==> src/hw/rtl/vrbm_pkg.sv <==
// Shared types, constants and helpers for the vector ring buffer magnitude block.
`default_nettype none

package vrbm_pkg;

    // Ring geometry
    localparam int DEPTH = 64;
    localparam int PTR_W = $clog2(DEPTH);
    localparam int CNT_W = $clog2(DEPTH + 1);

    // Field widths
    localparam int TS_W      = 64;
    localparam int RAW_W     = 16;
    localparam int AXIS_W    = 26;
    localparam int MAG_W     = 26;
    localparam int OUT_CNT_W = 7;

    // Scaling by 0.01 with 16 fraction bits: (|raw| * 2^16 + 50) / 100
    localparam int FRAC_W     = 16;
    localparam int ROUND_BIAS = 50;
    localparam int SCALE_DIV  = 100;
    localparam int NUM_W      = RAW_W + FRAC_W;
    localparam int QUO_W      = AXIS_W - 1;
    localparam int DREM_W     = $clog2(SCALE_DIV);
    localparam int DSTEP_W    = $clog2(NUM_W);

    // Magnitude: serial sum of squares, then two radicand bits per root step
    localparam int ABS_W    = AXIS_W - 1;
    localparam int SUM_W    = 2 * ABS_W + 2;
    localparam int SQ_STEPS = ABS_W;
    localparam int RT_STEPS = SUM_W / 2;
    localparam int RREM_W   = MAG_W + 2;
    localparam int MSTEP_W  = $clog2(RT_STEPS);

    typedef logic [PTR_W-1:0] ptr_t;
    typedef logic [CNT_W-1:0] cnt_t;

    typedef enum logic [1:0] {
        CMD_PUSH  = 2'd0,
        CMD_FLUSH = 2'd1,
        CMD_COUNT = 2'd2
    } cmd_t;

    typedef enum logic [2:0] {
        ST_IDLE,
        ST_SCALE,
        ST_READ,
        ST_LOAD,
        ST_ROOT
    } state_t;

    typedef enum logic [1:0] {
        MAG_IDLE,
        MAG_SQUARE,
        MAG_ROOT
    } mag_state_t;

    typedef struct packed {
        logic signed [TS_W-1:0]   ts;
        logic signed [AXIS_W-1:0] x;
        logic signed [AXIS_W-1:0] y;
        logic signed [AXIS_W-1:0] z;
    } entry_t;

    typedef struct packed {
        logic   en;
        ptr_t   addr;
        entry_t data;
    } ring_wr_t;

    typedef struct packed {
        logic en;
        ptr_t addr;
    } ring_rd_t;

    function automatic ptr_t ptr_inc(input ptr_t p);
        ptr_t r;
        if (p == PTR_W'(DEPTH - 1))
            r = '0;
        else
            r = p + PTR_W'(1);
        return r;
    endfunction

endpackage

`default_nettype wire

==> src/hw/rtl/vrbm_mag.sv <==
// Serial sum of squares followed by a two-bits-per-step integer square root.
`default_nettype none

module vrbm_mag
    import vrbm_pkg::*;
(
    input  wire logic                      clk,
    input  wire logic                      rst_n,
    input  wire logic                      start,
    input  wire logic signed [AXIS_W-1:0]  x,
    input  wire logic signed [AXIS_W-1:0]  y,
    input  wire logic signed [AXIS_W-1:0]  z,
    output logic [MAG_W-1:0]               magnitude,
    output logic                           done
);

    mag_state_t            state_reg;
    mag_state_t            state_next;
    logic [MSTEP_W-1:0]    cnt_reg;
    logic                  done_reg;

    logic [ABS_W-1:0]      ax_reg, ay_reg, az_reg;
    logic [ABS_W-1:0]      bx_reg, by_reg, bz_reg;
    logic [SUM_W-1:0]      acc_reg;
    logic [RREM_W-1:0]     rem_reg;
    logic [MAG_W-1:0]      root_reg;

    logic                  sq_en;
    logic                  rt_en;
    logic                  last_step;

    logic [ABS_W+1:0]      addend;
    logic [RREM_W+1:0]     rem_sh;
    logic [RREM_W+1:0]     trial;
    logic                  ge;

    always_comb
    begin
        state_next = state_reg;
        unique case (state_reg)
            MAG_IDLE:   if (start) state_next = MAG_SQUARE;
            MAG_SQUARE: if (cnt_reg == MSTEP_W'(SQ_STEPS - 1)) state_next = MAG_ROOT;
            MAG_ROOT:   if (cnt_reg == MSTEP_W'(RT_STEPS - 1)) state_next = MAG_IDLE;
            default:    state_next = MAG_IDLE;
        endcase
    end

    always_comb
    begin
        sq_en     = 1'b0;
        rt_en     = 1'b0;
        last_step = 1'b0;
        unique case (state_reg)
            MAG_IDLE:   ;
            MAG_SQUARE: sq_en = 1'b1;
            MAG_ROOT:
            begin
                rt_en     = 1'b1;
                last_step = (cnt_reg == MSTEP_W'(RT_STEPS - 1));
            end
            default:    ;
        endcase
    end

    // MSB-first shift-add: acc = 2*acc + sum of a_i where the multiplier bit is set
    always_comb
    begin
        addend = (ABS_W+2)'(bx_reg[ABS_W-1] ? ax_reg : '0)
               + (ABS_W+2)'(by_reg[ABS_W-1] ? ay_reg : '0)
               + (ABS_W+2)'(bz_reg[ABS_W-1] ? az_reg : '0);
        rem_sh = {rem_reg, acc_reg[SUM_W-1:SUM_W-2]};
        trial  = (RREM_W+2)'({root_reg, 2'b01});
        ge     = (rem_sh >= trial);
    end

    always_ff @(posedge clk or negedge rst_n)
    begin
        if (!rst_n)
        begin
            state_reg <= MAG_IDLE;
            cnt_reg   <= '0;
            done_reg  <= 1'b0;
        end
        else
        begin
            state_reg <= state_next;
            done_reg  <= last_step;
            if (state_next != state_reg)
                cnt_reg <= '0;
            else if (sq_en || rt_en)
                cnt_reg <= cnt_reg + MSTEP_W'(1);
        end
    end

    always_ff @(posedge clk)
    begin
        if (start && state_reg == MAG_IDLE)
        begin
            ax_reg   <= ABS_W'(x[AXIS_W-1] ? -x : x);
            ay_reg   <= ABS_W'(y[AXIS_W-1] ? -y : y);
            az_reg   <= ABS_W'(z[AXIS_W-1] ? -z : z);
            bx_reg   <= ABS_W'(x[AXIS_W-1] ? -x : x);
            by_reg   <= ABS_W'(y[AXIS_W-1] ? -y : y);
            bz_reg   <= ABS_W'(z[AXIS_W-1] ? -z : z);
            acc_reg  <= '0;
            rem_reg  <= '0;
            root_reg <= '0;
        end
        else if (sq_en)
        begin
            acc_reg <= {acc_reg[SUM_W-2:0], 1'b0} + SUM_W'(addend);
            bx_reg  <= {bx_reg[ABS_W-2:0], 1'b0};
            by_reg  <= {by_reg[ABS_W-2:0], 1'b0};
            bz_reg  <= {bz_reg[ABS_W-2:0], 1'b0};
        end
        else if (rt_en)
        begin
            acc_reg  <= {acc_reg[SUM_W-3:0], 2'b00};
            rem_reg  <= ge ? RREM_W'(rem_sh - trial) : RREM_W'(rem_sh);
            root_reg <= {root_reg[MAG_W-2:0], ge};
        end
    end

    assign magnitude = root_reg;
    assign done      = done_reg;

endmodule

`default_nettype wire

==> config.mk <==
export PLATFORM = sky130hd
export DESIGN_NAME = vrbm_mag
export DESIGN_NICKNAME = d
export VERILOG_FILES = /design/src/hw/rtl/vrbm_pkg.sv /design/src/hw/rtl/vrbm_mag.sv
export SDC_FILE = /design/constraint.sdc
export NUM_CORES = 1
export LEC_CHECK = 0
export ABC_AREA = 1
export ABC_CLOCK_PERIOD_IN_PS = 4800
export BUFFER_PORTS_ARGS = -buffer_cell sky130_fd_sc_hd__buf_2
export CAP_MARGIN = 15
export CORE_AREA = 2 2 180 182
export CTS_BUF_LIST = sky130_fd_sc_hd__clkbuf_8
export DETAILED_ROUTE_END_ITERATION = 10
export DIE_AREA = 0 0 182 184
export PLACE_DENSITY = 0.78
export SLEW_MARGIN = 5
export SYNTH_ARGS = -nofsm -noshare
export SYNTH_HDL_FRONTEND = slang
export SYNTH_SLANG_ARGS = --single-unit
==> constraint.sdc <==
create_clock -name clk -period 4.8 [get_ports clk]
set_input_delay 0.72 -clock clk [delete_from_list [all_inputs] [get_ports clk]]
set_output_delay 0.72 -clock clk [all_outputs]
set_load 0.02 [all_outputs]
# == Word-level counts from Yosys, hierarchy flattened ==
# Index checks and enable logic that the tools add are counted.
# classes
n_mux,24
bitwise_logic,1
magnitude_cmp,1
n_addsub,8
eq_ne,5
reduce_logical,7
# ops
operator,n
2-to-1 mux 25 bit,12
2-to-1 mux 52 bit,2
negator 25 bit,3
adder 52 x 27 -> 52 bit,1
>= comparator 30 x 28 -> 1 bit,1
2-to-1 mux 28 bit,1
subtractor 28 bit,1
adder 26 x 25 -> 27 bit,1
adder 25 x 25 -> 26 bit,1
equality test 5 bit (second input constant),2
2-to-1 mux 5 bit,2
2-to-1 mux 2 bit,3
one-hot mux 2 bit (3 select lines),1
nonzero test 2 bit,3
adder 5 x 1 -> 5 bit (second input constant),1
2-to-1 mux 1 bit,3
equality test 2 x 1 -> 1 bit (second input constant),1
equality test 2 bit (second input constant),1
zero test 2 bit,1
inequality test 2 bit,1
AND reduction 2 bit,1
logical AND 1 bit,1
logical OR 1 bit,1
inverter 1 bit,1
# word_totals
reg_bits,264
elab_cells,58
out_inout_bits,27

# == Longest topological paths before layout ==
# depth
depth_word,5
mapped_depth,21
depth_no_buf,19

# == Worst setup path after synthesis ==
# No wires, ideal clock.
# synth_timing
path_kind,input port to flip-flop
start,input port start
end,"register ax_reg[0], enable pin"
stages,4
n_path_buf,2
path_slack_ps,866
t_required_ps,4331
arrival_time_ps,3465
path_cell_list,nand2_1 > inv_2 > clkbuf_1 > clkbuf_1
# synth_via
elab_chain_cells,1
# synth_rtl
element,line_no,source
"start, declared",vrbm_mag.sv:9,"input wire logic start,"
logical AND 1 bit,vrbm_mag.sv:97,if (start && state_reg == MAG_IDLE)
"end signal, assigned",vrbm_mag.sv:99,ax_reg <= ABS_W'(x[AXIS_W-1] ? -x : x);
"end, declared",vrbm_mag.sv:22,"logic [ABS_W-1:0] ax_reg, ay_reg, az_reg;"
# No other way between the ends.
# A chain may end at the register's enable or synchronous reset.

# == Worst setup path in the final report ==
# layout_timing
start,register by_reg[24]
end,register acc_reg[16]
# layout_via
elab_chain_cells,5
# layout_rtl
element,line_no,source
"start, declared",vrbm_mag.sv:23,"logic [ABS_W-1:0] bx_reg, by_reg, bz_reg;"
"start signal, assigned",vrbm_mag.sv:103,by_reg <= ABS_W'(y[AXIS_W-1] ? -y : y);
"start signal, assigned",vrbm_mag.sv:113,"by_reg <= {by_reg[ABS_W-2:0], 1'b0};"
2-to-1 mux 25 bit,vrbm_mag.sv:69,+ (ABS_W+2)'(by_reg[ABS_W-1] ? ay_reg : '0)
adder 25 x 25 -> 26 bit,vrbm_mag.sv:69,
adder 26 x 25 -> 27 bit,vrbm_mag.sv:70,+ (ABS_W+2)'(bz_reg[ABS_W-1] ? az_reg : '0);
adder 52 x 27 -> 52 bit,vrbm_mag.sv:111,"acc_reg <= {acc_reg[SUM_W-2:0], 1'b0} + SUM_W'(addend);"
2-to-1 mux 52 bit,vrbm_mag.sv:109,else if (sq_en)
"end signal, assigned",vrbm_mag.sv:111,
"end signal, assigned",vrbm_mag.sv:118,"acc_reg <= {acc_reg[SUM_W-3:0], 2'b00};"
"end, declared",vrbm_mag.sv:24,logic [SUM_W-1:0] acc_reg;
# No other way between the ends.

==> run metrics <==
Final Routed Wirelength 51.31 mm; switching share of power 49.44%; hold path depth 1; Hold Path Origin x[0]; die width 182 um; clk_lat worst skew 0.64 ns; Worst Clk Skew 0.04733 ns; Static Leakage 9.902 nW; fin crit share 85.05%; Synth Instances 2,672; vias in the first global route 16,450; Post-CTS Resized 0; Int Power 7.078 mW; fin area 0.02053 mm^2; Peak supply drop 421.7 uV; Comb power frac 58.1%; main combinational cell family by area after synthesis simple AND/OR/NAND/NOR gates; CP Class reg -> reg; outcome finished clean; Placement Setup Slack 0.7251 ns; Synth Area in Simple Gates 30.02%; fin nets 2,953; synth unique cells 44; clk sinks 264; endpoints failing setup 0; CP Data Required Time 5.27 ns; Synth Area in Adders 9.628%; RSZ-0062 raised after global routing false; placed cell count 3,110; Via-to-Cell Ratio 5.366; #FFs+latches synth 264; slew at the pin with the worst max-slew slack 1.043 ns; Hold Vio Cnt, Final 0; Max Slew Vio Count 0; sw power 6.921 mW; total number of H-tree levels 2; CTS Buf Count 47; most frequent cells in the layout nand2_1, inv_1, nor2_1, a21oi_1; Post-Route Setup TNS 0 ns; initial antenna violation count 1; clock root buffer clkbuf_8; Worst Setup SP by_reg[24]; RePlAce Congestion 0.9703; multiplexer area fraction after synthesis 0%; DP Wirelength 39.33 mm; CP Max Fanout 19; register area share after synthesis 36.48%; Layout fillers 2,891; Clock transition at path regs 0.06 ns; Synth Area in XOR/XNOR 4.540%; achievable frequency 244.9 MHz; first-pass GRT wire length 83.04 mm; boundary pin count 108; gr ovfl total 0; CTS Hold Bufs 1; number of synthesis warnings 0; Final WS setup 0.7174 ns; area of the core 0.03139 mm^2; # DRC 0; Synth Cell Area 0.01871 mm^2; Post-CTS Setup Bufs 0; fraction of layout cells with a size suffix above 1 8.086%; Port Buf Inserts 107; crit path capture type register; fin cells 3,198; Pwr per Cell Area 682.0 mW/mm^2; Synth Net Count 2,867; 1st-iter DRT viols 1,278; DR WL/cell 16.04 um; Hold Crit Class in -> reg; Die Ht 184 um; Flop pwr share 26.1%; cell row count 65; total track usage 31.17%; Syn-to-layout area delta 9.688%; vias post-DR 17,160; Initial Util 59.61%; max cap viols 0; nature of the critical path startpoint register; reg2reg start by_reg[24]; fin crit period 4.083 ns; TritonCTS clock tree done; largest net degree at the start of global routing 138; post-route ant nets 0; Die ar. 0.03349 mm^2; CTS max path bufs 3; commonest non-fill, non-tap cell in the layout nand2_1; power share of the clock group 15.9%; worst rel slew slack 30.49%; Reg2Reg Depth 16; Post-Syn Area per Cell 7.004 um^2; Placed Area 0.01953 mm^2; Worst EP arrival 4.55 ns; max FFs per register 52; TritonRoute pass-1 iters 5; Synth Area in Compound Gates 9.574%
==> cell usage after synthesis, drive strengths merged <==
master    n  share of area [%]
nand3   152                4.1
nor3b     1              0.040
nor4      9               0.30
inv     393                7.9
o21bai    9               0.36
ha       64                4.3
xor2     65                3.0
a21boi    1              0.040
dfxtp   106                 11
or2       4               0.13
dfrtp     8                1.1
nand2   927                 19
a31oi    14               0.47
clkbuf   72                1.4
and2      3               0.10
a21oi   186                5.2
fa       50                5.3
edfxtp  150                 24
a221oi    3               0.14
clkinv    1              0.020
o21ai   102                2.8
a21o      1              0.040
nand3b    5               0.20
nand4    24               0.80
a211oi    2              0.080
nor2    239                4.9
xnor2    32                1.5
o211ai   11               0.44
o21a      1              0.040
buf      11               0.41
nor3     26               0.78
==> worst max-delay path: stages (launching register included) <==
cell      delay (ns)
edfxtp_1        0.70
buf_4           0.24
nand2_1         0.07
fa_1            0.47
fa_1            0.55
inv_1           0.04
ha_1            0.25
fa_1            0.43
nand2_1         0.12
nand2_1         0.11
nand3_1         0.08
nand2_1         0.10
nand2_1         0.07
nand3_1         0.21
xor2_1          0.22
o21ai_0         0.17
a21oi_1         0.08
==> final timing paths <==
check	end	slack, ns
max	acc_reg[16]	0.72
min	ax_reg[0]	0.30
max reg2reg	acc_reg[16]	0.72
min reg2reg	rem_reg[26]	0.46
max in group asynchronous	cnt_reg[1]	4.11
min in group asynchronous	state_reg[1]	0.49
==> area by class of cell <==
cell class	instances	area (um^2)	share of cell area, %
well taps	402	503.0	2.450
diodes	1	2.502	0.01219
inverters	394	1486	7.241
flip-flops and latches	264	6827	33.26
clock inverters	30	211.5	1.030
clock buffers	56	770.7	3.755
repair buffers	120	648.1	3.157
multi-input cells	1931	10080	49.10
==> per-stage QoR <==
stage / hold slack (ns) / util, % / total power [mW]
detailed placement: 0.4560 / 62.22 / 11.69
global route: 0.2920 / 65.39 / 15.21
floorplan: 0.4244 / - / 9.487
global placement: 0.4533 / 62.22 / 11.60
CTS: 0.2657 / 65.38 / 13.97
finish: 0.3024 / 65.39 / 14.00
==> metal layers <==
metal	global-route usage (%)	share of wire, %	up-vias
met2	51.95	47	530
met5	0	0	-
li1	-	-	8637
met1	40.24	44	7862
met3	4.021	5.1	130
met4	15.39	4.6	0
==> kinds of logic (layout without fill, tap and decap cells) <==
| logic type | count (synthesis) | count (layout) |
|---|---|---|
| and+or+nand+nor | 1390 | 1390 |
| DFF | 264 | 264 |
| buffers and inverters | 477 | 600 |
| adders and majority gates | 114 | 114 |
| other | 0 | 1 |
| xor gates and xnor gates | 97 | 97 |
| AOI/OAI and AO/OA | 330 | 330 |
==> power by group through the flow <==
stage / sequential, mW / clock [mW] / combinational (mW)
after global placement: 3.67 / 0 / 7.94
after CTS: 3.64 / 2.25 / 8.07
after global routing: 3.72 / 2.34 / 9.16
final: 3.65 / 2.22 / 8.13
after detailed placement: 3.68 / 0 / 8.01
after floorplan: 3.52 / 0 / 5.97
(Power assumes the default switching activity.)
