==> src/hw/rtl/vrbm_pkg.sv <==
// Shared types, constants and helpers for the vector ring buffer magnitude block.
`default_nettype none

package vrbm_pkg;

    // Ring geometry
    localparam int DEPTH = 64;
    localparam int PTR_W = $clog2(DEPTH);
    localparam int CNT_W = $clog2(DEPTH + 1);

    // Field widths
    localparam int TS_W      = 64;
    localparam int RAW_W     = 16;
    localparam int AXIS_W    = 26;
    localparam int MAG_W     = 26;
    localparam int OUT_CNT_W = 7;

    // Scaling by 0.01 with 16 fraction bits: (|raw| * 2^16 + 50) / 100
    localparam int FRAC_W     = 16;
    localparam int ROUND_BIAS = 50;
    localparam int SCALE_DIV  = 100;
    localparam int NUM_W      = RAW_W + FRAC_W;
    localparam int QUO_W      = AXIS_W - 1;
    localparam int DREM_W     = $clog2(SCALE_DIV);
    localparam int DSTEP_W    = $clog2(NUM_W);

    // Magnitude: serial sum of squares, then two radicand bits per root step
    localparam int ABS_W    = AXIS_W - 1;
    localparam int SUM_W    = 2 * ABS_W + 2;
    localparam int SQ_STEPS = ABS_W;
    localparam int RT_STEPS = SUM_W / 2;
    localparam int RREM_W   = MAG_W + 2;
    localparam int MSTEP_W  = $clog2(RT_STEPS);

    typedef logic [PTR_W-1:0] ptr_t;
    typedef logic [CNT_W-1:0] cnt_t;

    typedef enum logic [1:0] {
        CMD_PUSH  = 2'd0,
        CMD_FLUSH = 2'd1,
        CMD_COUNT = 2'd2
    } cmd_t;

    typedef enum logic [2:0] {
        ST_IDLE,
        ST_SCALE,
        ST_READ,
        ST_LOAD,
        ST_ROOT
    } state_t;

    typedef enum logic [1:0] {
        MAG_IDLE,
        MAG_SQUARE,
        MAG_ROOT
    } mag_state_t;

    typedef struct packed {
        logic signed [TS_W-1:0]   ts;
        logic signed [AXIS_W-1:0] x;
        logic signed [AXIS_W-1:0] y;
        logic signed [AXIS_W-1:0] z;
    } entry_t;

    typedef struct packed {
        logic   en;
        ptr_t   addr;
        entry_t data;
    } ring_wr_t;

    typedef struct packed {
        logic en;
        ptr_t addr;
    } ring_rd_t;

    function automatic ptr_t ptr_inc(input ptr_t p);
        ptr_t r;
        if (p == PTR_W'(DEPTH - 1))
            r = '0;
        else
            r = p + PTR_W'(1);
        return r;
    endfunction

endpackage

`default_nettype wire

==> src/hw/rtl/vrbm_scale.sv <==
// Bit-serial divide by 100 that scales one raw axis into 16-fraction-bit fixed point.
`default_nettype none

module vrbm_scale
    import vrbm_pkg::*;
(
    input  wire logic                     clk,
    input  wire logic                     rst_n,
    input  wire logic                     start,
    input  wire logic signed [RAW_W-1:0]  raw,
    output logic signed [AXIS_W-1:0]      code,
    output logic                          done
);

    logic                  run_reg;
    logic                  done_reg;
    logic [DSTEP_W-1:0]    cnt_reg;
    logic [NUM_W-1:0]      num_reg;
    logic [DREM_W-1:0]     rem_reg;
    logic [QUO_W-1:0]      quo_reg;
    logic                  neg_reg;

    logic [RAW_W-1:0]      raw_abs;
    logic [DREM_W:0]       rem_sh;
    logic                  ge;
    logic [DREM_W-1:0]     rem_next;

    // -32768 negates to the bit pattern of +32768, which is what we want unsigned
    assign raw_abs = raw[RAW_W-1] ? RAW_W'(-raw) : RAW_W'(raw);

    always_comb
    begin
        rem_sh   = {rem_reg, num_reg[NUM_W-1]};
        ge       = (rem_sh >= (DREM_W+1)'(SCALE_DIV));
        rem_next = ge ? DREM_W'(rem_sh - (DREM_W+1)'(SCALE_DIV)) : DREM_W'(rem_sh);
    end

    always_ff @(posedge clk or negedge rst_n)
    begin
        if (!rst_n)
        begin
            run_reg  <= 1'b0;
            done_reg <= 1'b0;
            cnt_reg  <= '0;
        end
        else
        begin
            done_reg <= run_reg && !start && (cnt_reg == DSTEP_W'(NUM_W - 1));
            if (start)
            begin
                run_reg <= 1'b1;
                cnt_reg <= '0;
            end
            else if (run_reg)
            begin
                cnt_reg <= cnt_reg + DSTEP_W'(1);
                if (cnt_reg == DSTEP_W'(NUM_W - 1))
                    run_reg <= 1'b0;
            end
        end
    end

    // low 16 bits of |raw| << 16 are zero, so the bias drops straight in
    always_ff @(posedge clk)
    begin
        if (start)
        begin
            num_reg <= {raw_abs, FRAC_W'(ROUND_BIAS)};
            rem_reg <= '0;
            quo_reg <= '0;
            neg_reg <= raw[RAW_W-1];
        end
        else if (run_reg)
        begin
            num_reg <= {num_reg[NUM_W-2:0], 1'b0};
            rem_reg <= rem_next;
            quo_reg <= {quo_reg[QUO_W-2:0], ge};
        end
    end

    assign code = neg_reg ? -$signed({1'b0, quo_reg}) : $signed({1'b0, quo_reg});
    assign done = done_reg;

endmodule

`default_nettype wire

==> config.mk <==
export PLATFORM = sky130hd
export DESIGN_NAME = vrbm_scale
export DESIGN_NICKNAME = d
export VERILOG_FILES = /design/src/hw/rtl/vrbm_pkg.sv /design/src/hw/rtl/vrbm_scale.sv
export SDC_FILE = /design/constraint.sdc
export NUM_CORES = 1
export LEC_CHECK = 0
export BUFFER_PORTS_ARGS = -buffer_cell sky130_fd_sc_hd__buf_2
export CAP_MARGIN = 0
export CORE_ASPECT_RATIO = 0.9
export CORE_MARGIN = 5
export CORE_UTILIZATION = 55
export DETAILED_ROUTE_END_ITERATION = 8
export PLACE_DENSITY = 0.76
export SETUP_SLACK_MARGIN = 0.5
export SLEW_MARGIN = 5
export SYNTH_ARGS = -nofsm -noshare
export SYNTH_HDL_FRONTEND = slang
export SYNTH_SLANG_ARGS = --single-unit
==> constraint.sdc <==
create_clock -name clk -period 2.6 [get_ports clk]
set_input_delay 0.13 -clock clk [delete_from_list [all_inputs] [get_ports clk]]
set_output_delay 0.13 -clock clk [all_outputs]
set_load 0.02 [all_outputs]
## Yosys cells after proc, flatten, opt, wreduce, memory -nomap -nowiden

Cells that the tools add are included.

- Bits in registers: 71
- Output and inout bits: 27
- Input port bits: 19

- Order comparisons: 1
- Add/subtract/negate cells: 4
- Equality and inequality tests: 1
- Reductions and logical operators: 4
- Muxes and demuxes: 10

Operator list:

| kind | count |
|---|---|
| 2-to-1 mux 32 bit | 2 |
| 2-to-1 mux 26 bit | 1 |
| negator 25 -> 26 bit | 1 |
| 2-to-1 mux 16 bit | 1 |
| negator 16 bit | 1 |
| 2-to-1 mux 5 bit | 2 |
| >= comparator 8 x 7 -> 1 bit, second input constant | 1 |
| 2-to-1 mux 7 bit | 1 |
| subtractor 7 bit, second input constant | 1 |
| adder 5 x 1 -> 5 bit, second input constant | 1 |
| == test 5 bit, second input constant | 1 |
| 2-to-1 mux 1 bit | 3 |
| logical AND 1 bit | 2 |
| nonzero test 2 bit | 1 |
| zero test 1 bit | 1 |

## Longest topological paths before layout

Gate-level depths: netlist (run 1).

- Depth in word-level cells: 4
- Mapped depth: 6
- Gate-level depth less buffers: 6

## Worst setup path before layout (run 1)

OpenSTA, ideal clock, no wires.

- Kind: flip-flop to output port
- Start point: reg quo_reg[9]
- End point: out code[20]
- Arrival time: 2.124 ns
- Cell stages (with the launch flop): 6
- Path slack: 0.346 ns
- Data required time: 2.470 ns
- Cell sequence: dfxtp_1 -> or4_4 -> or4b_4 -> buf_6 -> o41ai_4 -> xnor2_1

- Longest elaborated chain between the ends: 2

Ends and longest elaborated chain:

| element | line | source |
|---|---|---|
| start, declared | vrbm_scale.sv:20 | `logic [QUO_W-1:0] quo_reg;` |
| start signal, assigned | vrbm_scale.sv:77 | `quo_reg <= {quo_reg[QUO_W-2:0], ge};` |
| negator 25 -> 26 bit | vrbm_scale.sv:81 | `assign code = neg_reg ? -$signed({1'b0, quo_reg}) : $signed({1'b0, quo_reg});` |
| 2-to-1 mux 26 bit | vrbm_scale.sv:81 |  |
| end, declared | vrbm_scale.sv:11 | `output logic signed [AXIS_W-1:0] code,` |

No other way between the ends.

## Worst setup path after layout (run 1)

- Start point: reg quo_reg[11]
- End point: out code[23]

The elaborated chain is that of the path after synthesis.

==> summary.md, run 1 <==
| Metric | Value |
|---|---|
| CTS H-tree depth | 3 |
| Rows | 28 |
| Post-layout util | 0.684 |
| Area leader, netlist | dfxtp_1 |
| Synth area leaders | dfxtp_1, edfxtp_1, mux2i_1 |
| Iter 0 DRT Violations | 129 |
| Vias per Instance | 5.54 |
| Sequential-to-total area share from yosys stat | 0.448 |
| Status | finished, violations left |
| Type of the worst min-delay path | in2async |
| Largest net degree at the start of global routing | 43 |
| WP depth | 5 |
| Core area | 6520 µm² |
| CTS tree | built |
| Skew-Pair Late Insertion Delay | 0.35 ns |
| Final setup margin | -0.00203 ns |
| Worst EP required | 2.47 ns |
| Die W | 95.7 µm |
| CP Data Arrival Time | 2.47 ns |
| Gpl congestion | 0.803 |
| CP bufs+invs | 1 |
| Starting Density | 0.558 |
| Worst-margin pin slew | 0.618 ns |
| Post-route ant nets | 0 |
| Most common cell in the netlist | nor2_1 |
| DR vias | 2807 |
| Syn_area_per_cell | 10.1 µm² |
| Wire per inst | 15.0 µm |
| Yosys warns | 0 |
| Clk_skew | 0.00647 ns |
| Post-synth cell types | 49 |
| Fmax | 384 MHz |
| Main combinational cell family by area after synthesis | compound AO/OA/AOI/OAI gates |
| Slew margin rel. | 0.587 |
| Syn Inst Count | 361 |
| Post-synth EDFFs | 17 |
| Drt total wl | 7600 µm |
| Synth Area in XOR/XNOR | 0.0940 |
| Worst Reg2Reg Path Length in Cells | 6 |
| Final nets | 437 |
| Diodes inserted | 0 |
| # setup viols final | 1 |
| Static Leak | 2.13 nW |
| Max cap viols | 0 |
| Failing checks | negative setup slack |
| Critical-path maximum fanout | 8 |
| Slew Limit Fails | 0 |
| Clock transition at path regs | 0.07 ns |
| Max FFs per register | 31 |
| Ys flop type | dfxtp_1 |
| Dpl cells | 479 |
| Layout cells sized above 1 | 0.269 |
| Peak supply drop | 415 µV |
| Cell area after synthesis | 3630 µm² |
| DP Wirelength | 5040 µm |
| Commonest cells in the netlist | nor2_1, dfxtp_1, mux2i_1, xnor2_1, edfxtp_1 |
| IO Pins | 46 |
| Number of port buffers | 45 |
| Startpoint types | register |
| Compound-Gate Fraction of Synth Area | 0.147 |
| CTS Root Cell | clkbuf_8 |
| Yosys reg bits | 71 |
| Crit. End Element | output pin |
| Pwr/cell area | 495 nW/µm² |
| Mapped Nets | 386 |
| Clk sinks | 71 |
| RSZ-0062 raised after global routing | yes |
| Vias in the first global route | 2689 |
| Minimum clock period | 2.60 ns |
| Die Ht | 87.1 µm |
| Total CTS buffers | 9 |
| DIE AREA | 8330 µm² |
| Initial antenna violation count | 0 |
| Mux share of post-synthesis cell area | 0.116 |
| Post-Synth Adder-Cell Area | 0.0207 |
| Yosys top cell area share | 0.259 |
| Worst setup path class | reg2out |
| Area Overhead vs Synth | 22.6% |
| Final hold vios | 0 |
| First-pass GRT wire length | 12400 µm |
| Max clock buf depth | 2 |
| Post-route insts no fill | 507 |
| Worst-path cell chain | or4_4 > or4b_4 > o41ai_4 > xnor2_2 > buf_4 |
| DRC Markers | 0 |
| Critical path's slowest cell | or4b_4 |
| Fin crit share | 1.00 |
| DRT Pass-1 Iters | 4 |
| CP top delay family | simple AND/OR/NAND/NOR gates |
| Grt total ovfl | 0 |
| Global-route usage over all layers | 0.188 |
| Simple logic cell fraction of the synthesized area | 0.138 |
| Crit path largest cell delay | 0.66 ns |
| Asr flop ratio synth | 0.0986 |
| Fill cells | 515 |
==> cell usage in the layout, fill, tap and decap left out, types with 3 or more instances in the layout <==
cell type	count
inv_1	10
edfxtp_1	17
nor3_1	5
o31ai_1	8
clkbuf_8	9
a21oi_1	4
a211oi_1	3
nand2_1	13
xnor2_1	30
buf_2	34
dfrtp_1	6
or4_1	4
xnor2_2	7
o21ai_0	11
or3_1	3
o41ai_1	4
buf_4	24
dfxtp_4	3
ha_1	6
o41ai_4	3
o31ai_4	6
mux2i_1	42
and2_1	3
clkinvlp_4	3
nor2_1	54
a22o_1	14
dfxtp_1	42
==> kinds of logic (layout without fill, tap and decap cells) <==
kind of cell,after synthesis,in the layout
xor+xnor,39,39
flops,71,71
mux,42,42
compound gates,66,66
buf+inv,33,89
simple gates,104,104
fa+ha+maj,6,6
==> what timing repair did <==
item,in CTS,in global routing
pin swaps,7,11
setup buffers,7,4
hold buffers,1,0
resized for setup,24,13
endpoints found under the setup margin,20,20
hold endpoints to repair,7,0
==> where the power goes <==
part           internal (mW)  switching, mW
Combinational         0.0805         0.0947
Clock                  0.438          0.397
Sequential              1.18         0.0209
Total                   1.69          0.513
==> path summary, 6_finish.rpt <==
kind | start | end | slack (ns)
worst max-delay path | quo_reg[11]$_SDFFE_PP0P_ | code[23] | -0.002
worst min-delay path | rst_n | done$_DFF_PN0_ | 0.14
worst max register to register | rem_reg[2]$_SDFFE_PP0P_ | rem_reg[2]$_SDFFE_PP0P_ | 0.80
worst min register to register | num_reg[4]$_SDFFE_PP1P_ | num_reg[4]$_SDFFE_PP1P_ | 0.46
max in group asynchronous | rst_n | run_reg$_DFF_PN0_ | 2.29
min in group clk | raw[0] | num_reg[16]$_DFFE_PP_ | 0.14
==> final cells by class <==
class                           instances  area (µm²)  share of cell area
Timing Repair Buffer                   62         403              0.0904
Multi-Input combinational cell        257        2070               0.464
Clock inverter                          6        61.3              0.0138
Tap cell                               90         113              0.0253
Sequential cell                        71        1640               0.368
Inverter                               11        41.3             0.00927
Clock buffer                           10         128              0.0286
==> metrics by stage <==
step	setup WS (ns)	hold slack, ns	total power [mW]	cell area [µm²]	setup TNS, ns
floorplan	0.456	-0.166	1.33	3740	0
finish	-0.00203	0.137	2.21	4460	-0.00203
global route	-0.0920	0.114	2.31	4460	-0.328
global placement	0.363	-0.0311	1.38	4020	0
CTS	-0.000990	0.113	2.22	4360	-0.000990
detailed placement	0.329	-0.0304	1.39	4020	0
==> metal layers <==
metal,share of wire,wire length (µm),global-route usage
met1,0.44,3320,0.223
met2,0.51,3860,0.322
met3,0.036,276,0.0596
met4,0.018,133,0.0633
met5,0,0,0
==> worst register-to-register path: cells and delay by family, from the launching register on <==
kind	cells	cell delay [ns]
AND/OR/NAND/NOR	1	0.47
AO/OA/AOI/OAI	2	0.40
flip-flops	1	0.31
multiplexers	1	0.23
adder cells (fa/ha/maj)	1	0.14
buffers and inverters	1	0.11
Power figures use the tool's default switching activity.
==> run 2, diff against run 1 <==
--- a/config.mk
+++ b/config.mk
@@ -9,11 +9,11 @@
 export CAP_MARGIN = 0
 export CORE_ASPECT_RATIO = 0.9
 export CORE_MARGIN = 5
-export CORE_UTILIZATION = 55
+export CORE_UTILIZATION = 35
 export DETAILED_ROUTE_END_ITERATION = 8
-export PLACE_DENSITY = 0.76
 export SETUP_SLACK_MARGIN = 0.5
 export SLEW_MARGIN = 5
 export SYNTH_ARGS = -nofsm -noshare
 export SYNTH_HDL_FRONTEND = slang
 export SYNTH_SLANG_ARGS = --single-unit
+export TNS_END_PERCENT = 100
==> run 2 against run 1 <==
Effect of this change: the flow now finishes without violations; power increased by 17%; clock skew grew 0.0011 ns; sequential cell count stayed put; critical path depth is the same; largest cell class unchanged; final cell count increased by 7.7%; highest routed layer unchanged; design area is 2.4% higher; register-to-register slack barely moved; hold slack improved by 0.032 ns; clock power up 45%; routed wire length decreased by 3.4%.
==> summary.md, run 2 (synthesis gave the netlist of run 1 again) <==
| Metric | Value |
|---|---|
| Status | finished clean |
| Die Ht | 107 µm |
| Max clock buf depth | 2 |
| DR vias | 2736 |
| Largest net degree at the start of global routing | 36 |
| Final nets | 437 |
| Post-route insts no fill | 546 |
| Worst setup path class | reg2out |
| Clock transition at path regs | 0.05 ns |
| Diodes inserted | 0 |
| Number of port buffers | 45 |
| Final hold vios | 0 |
| Most common cell after layout, fill and taps aside | nor2_1 |
| Type of the worst min-delay path | in2async |
| RSZ-0062 raised after global routing | yes |
| Design area | 4560 µm² |
| Most frequent cells in the layout | nor2_1, mux2i_1, dfxtp_1 |
| Worst EP required | 2.47 ns |
| CTS H-tree depth | 3 |
| CP top delay family | simple AND/OR/NAND/NOR gates |
| Skew-Pair Late Insertion Delay | 0.32 ns |
| CP bufs+invs | 1 |
| Core area | 10200 µm² |
| DP Wirelength | 5160 µm |
| Total CTS buffers | 9 |
| Fmax | 389 MHz |
| Clk sinks | 71 |
| Wire per inst | 13.4 µm |
| Setup TNS | 0 ns |
| Crit. End Element | output pin |
| Slew margin rel. | 0.585 |
| Peak supply drop | 274 µV |
| Iter 0 DRT Violations | 101 |
| Critical-path maximum fanout | 8 |
| Critical path's slowest cell | or4b_4 |
| Starting Density | 0.356 |
| Slew Limit Fails | 0 |
| CTS Root Cell | clkbuf_16 |
| Rows | 35 |
| First-pass GRT wire length | 12300 µm |
| Post-layout util | 0.447 |
| DRT Pass-1 Iters | 4 |
| IO Pins | 46 |
| CP Data Arrival Time | 2.44 ns |
| Worst-path cell chain | or4_4 > or4b_4 > o41ai_4 > xnor2_2 > buf_4 |
| Static Leak | 2.17 nW |
| Global-route usage over all layers | 0.117 |
| Max FFs per register | 31 |
| Startpoint types | register |
| Dpl cells | 521 |
| Clk_skew | 0.00759 ns |
| Crit path largest cell delay | 0.66 ns |
| Minimum clock period | 2.57 ns |
| Layout cells sized above 1 | 0.271 |
| DIE AREA | 12500 µm² |
| DRC Markers | 0 |
| Worst-margin pin slew | 0.622 ns |
| CTS tree | built |
| Gpl congestion | 0.747 |
| Area Overhead vs Synth | 25.5% |
| Fin crit share | 0.988 |
| Initial antenna violation count | 0 |
| DP Area | 4090 µm² |
| Vias in the first global route | 2598 |
| Drt total wl | 7340 µm |
| Die W | 117 µm |
| Grt total ovfl | 0 |
| Pwr/cell area | 566 nW/µm² |
| Vias per Instance | 5.01 |
| WHS | 0.169 ns |
| Post-route ant nets | 0 |
| Max cap viols | 0 |
| # setup viols final | 0 |
run 2: changes by cell type in the layout (fill, tap and decap cells not counted), moves of 3 or more:
cell        before  now
clkbuf_16        0    9
clkbuf_8         9    2
clkinvlp_4       3    0
dfxtp_1         42   39
dfxtp_2          2    5
run 2: cell type report:
type / count / area (µm²)
tap: 129 / 161
clock inverter: 4 / 45.0
inverter: 11 / 41.3
fill: 952 / 5640
sequential: 71 / 1650
clock buffer: 12 / 256
multi-input combinational: 257 / 2030
timing repair buffer: 62 / 385
run 2: final timing paths:
path / from / end / slack [ns] / depth (start not counted)
max: quo_reg[14]$_SDFFE_PP0P_ / code[20] / 0.03 / 5
min: rst_n / cnt_reg[3]$_DFFE_PN0P_ / 0.17 / 2
max reg2reg: rem_reg[2]$_SDFFE_PP0P_ / rem_reg[2]$_SDFFE_PP0P_ / 0.79 / 6
min reg2reg: num_reg[1]$_SDFFE_PP1P_ / num_reg[1]$_SDFFE_PP1P_ / 0.46 / 1
max in group asynchronous: rst_n / run_reg$_DFF_PN0_ / 2.25 / 2
min in group clk: raw[0] / num_reg[16]$_DFFE_PP_ / 0.17 / 3
run 2: routing by layer:
metal / track usage / wire, µm / vias to the layer above
met5: 0 / 0 / -
li1: - / - / 1401
met3: 0.0322 / 261 / 6
met2: 0.181 / 3450 / 34
met1: 0.158 / 3570 / 1295
met4: 0.0398 / 61 / 0
run 2: through the flow:
step / power, mW / setup slack, ns
after global placement: 1.38 / 0.356
after CTS: 2.61 / 0.00352
after floorplan: 1.33 / 0.456
after global routing: 2.70 / -0.0429
after detailed placement: 1.39 / 0.330
final: 2.58 / 0.0314
run 2: where the power goes:
group          leakage, nW  switching, mW  internal, mW
logic                 1.36         0.0870        0.0786
clock network        0.152          0.424         0.789
registers            0.663         0.0241          1.18
run 2: what timing repair did:
item / 4_1_cts / 5_1_grt
resized for setup: 12 / 17
setup buffers: 7 / 1
setup endpoints to repair: 18 / 20
hold endpoints to repair: 7 / 0
pin swaps: 1 / 7
hold buffers: 1 / 0
==> run 3, diff against run 2 <==
--- a/config.mk
+++ b/config.mk
@@ -11,6 +11,8 @@
 export CORE_MARGIN = 5
 export CORE_UTILIZATION = 35
 export DETAILED_ROUTE_END_ITERATION = 8
+export MAX_ROUTING_LAYER = met4
+export REMOVE_ABC_BUFFERS = 1
 export SETUP_SLACK_MARGIN = 0.5
 export SLEW_MARGIN = 5
 export SYNTH_ARGS = -nofsm -noshare
==> run 3 against run 2 <==
Effect of this change: via count is 3.0% higher; sequential share of layout area is 0.55 points lower; register-to-register slack worse by 0.02 ns; critical path type unchanged; largest cell class unchanged.
==> summary.md, run 3 (synthesis gave the netlist of run 1 again) <==
| Metric | Value |
|---|---|
| # setup viols final | 0 |
| Skew-Pair Late Insertion Delay | 0.33 ns |
| Final nets | 438 |
| Minimum clock period | 2.57 ns |
| Final hold vios | 0 |
| Post-route insts no fill | 547 |
| FF+latch area | 1650 µm² |
| Iter 0 DRT Violations | 115 |
| Global-route usage over all layers | 0.128 |
| Starting Density | 0.356 |
| Fmax | 389 MHz |
| Max FFs per register | 31 |
| Critical R2R Launch | rem_reg[2]$_SDFFE_PP0P_ |
| Layout cells sized above 1 | 0.270 |
| Worst Reg2Reg Path Length in Cells | 6 |
| Fin crit share | 0.988 |
| IO Pins | 46 |
| CTS Root Cell | clkbuf_16 |
| Die W | 117 µm |
| DP Wirelength | 4950 µm |
| Vias in the first global route | 2704 |
| Pwr/cell area | 555 nW/µm² |
| Core area | 10200 µm² |
| RR Endpoint | rem_reg[2]$_SDFFE_PP0P_ |
| Type of the worst min-delay path | in2reg |
| Hold EP | num_reg[16]$_DFFE_PP_ |
| Setup TNS | 0 ns |
| Most common cell after layout, fill and taps aside | nor2_1 |
| Number of port buffers | 45 |
| Fill cells | 964 |
| CP Data Arrival Time | 2.44 ns |
| Diodes inserted | 0 |
| Status | finished clean |
| R2R Setup Slk | 0.77 ns |
| Startpoint types | register |
| Max clock buf depth | 2 |
| Total power | 2.58 mW |
| Multi-input logic area | 2080 µm² |
| Worst-margin pin slew | 0.778 ns |
| CTS H-tree depth | 3 |
| Hold Startpoint | raw[0] |
| Max cap viols | 0 |
| DRT Pass-1 Iters | 4 |
| Post-layout util | 0.455 |
| Crit. End Element | output pin |
| Worst EP required | 2.47 ns |
| Rows | 35 |
| Area Overhead vs Synth | 27.9% |
| Static Leak | 2.16 nW |
| Grt total ovfl | 0 |
| RSZ-0062 raised after global routing | yes |
| Total CTS buffers | 9 |
| Post-route ant nets | 0 |
| Clk sinks | 71 |
| Wire per inst | 14.1 µm |
| Slew Limit Fails | 0 |
| Clock transition at path regs | 0.06 ns |
| Worst setup path class | reg2out |
| Clk_skew | 0.00959 ns |
| Critical-path maximum fanout | 8 |
| Dpl cells | 518 |
| Gpl congestion | 0.802 |
| CTS tree | built |
| Vias per Instance | 5.15 |
| Critical path launch point | quo_reg[13]$_SDFFE_PP0P_ |
| DRC Markers | 0 |
| Largest net degree at the start of global routing | 52 |
| First-pass GRT wire length | 13000 µm |
| Initial antenna violation count | 0 |
| Hold Crit Depth | 3 |
| Peak supply drop | 394 µV |
| Drt total wl | 7700 µm |
| DR vias | 2818 |
| Slew margin rel. | 0.482 |
| Die Ht | 107 µm |
| DIE AREA | 12500 µm² |
| Most frequent cells in the layout | nor2_1, mux2i_1, dfxtp_1 |
run 3: what timing repair did:
| action | in CTS | in global routing |
|---|---|---|
| hold buffers | 1 | 0 |
| pin swaps | 14 | 9 |
| hold endpoints to repair | 7 | 0 |
| endpoints found under the setup margin | 17 | 18 |
| gates resized for setup | 47 | 20 |
| setup buffers | 5 | 7 |
run 3: area by class of cell:
class | instances | share of cell area
Multi-Input combinational cell | 257 | 0.448
Sequential cell | 71 | 0.355
Timing Repair Buffer | 63 | 0.0894
Clock buffer | 9 | 0.0485
Tap cell | 129 | 0.0347
Clock inverter | 7 | 0.0156
Inverter | 11 | 0.00889
run 3: how the worst max path moves through the flow:
stage,to,slack (ns),cells after the start
2_1_floorplan,num_reg[30]$_DFFE_PP_,-0.80,4
3_3_place_gp,code[23],0.27,5
3_5_place_dp,code[19],0.22,5
4_1_cts,code[25],0.01,4
5_1_grt,code[25],-0.02,4
6_report,code[25],0.03,4
run 3: report_power, final:
part	internal (mW)	switching (mW)
Clock	0.744	0.474
Combinational	0.0755	0.0923
Sequential	1.18	0.0195
run 3: per-layer routing:
layer	share of wire	routed length, µm	GRT usage	vias up
met3	0.047	361	0.0411	10
met5	0	0	-	-
li1	-	-	-	1403
met4	0.0099	76	0.0414	0
met2	0.44	3420	0.188	57
met1	0.50	3840	0.167	1348
run 3: metrics by stage:
stage / setup WS, ns / hold WS [ns] / instance area (µm²)
finish: 0.0312 / 0.143 / 4650
floorplan: -0.799 / -0.166 / 3540
global placement: 0.269 / -0.0290 / 3970
detailed placement: 0.221 / -0.0259 / 3970
global route: -0.0226 / 0.177 / 4650
CTS: 0.0129 / 0.131 / 4500
run 3: critical path, cell delays in order, from the launching register on:
cell	delay (ns)
dfxtp_4	0.34
or4_1	0.51
or4b_4	0.66
o41a_1	0.47
buf_6	0.14
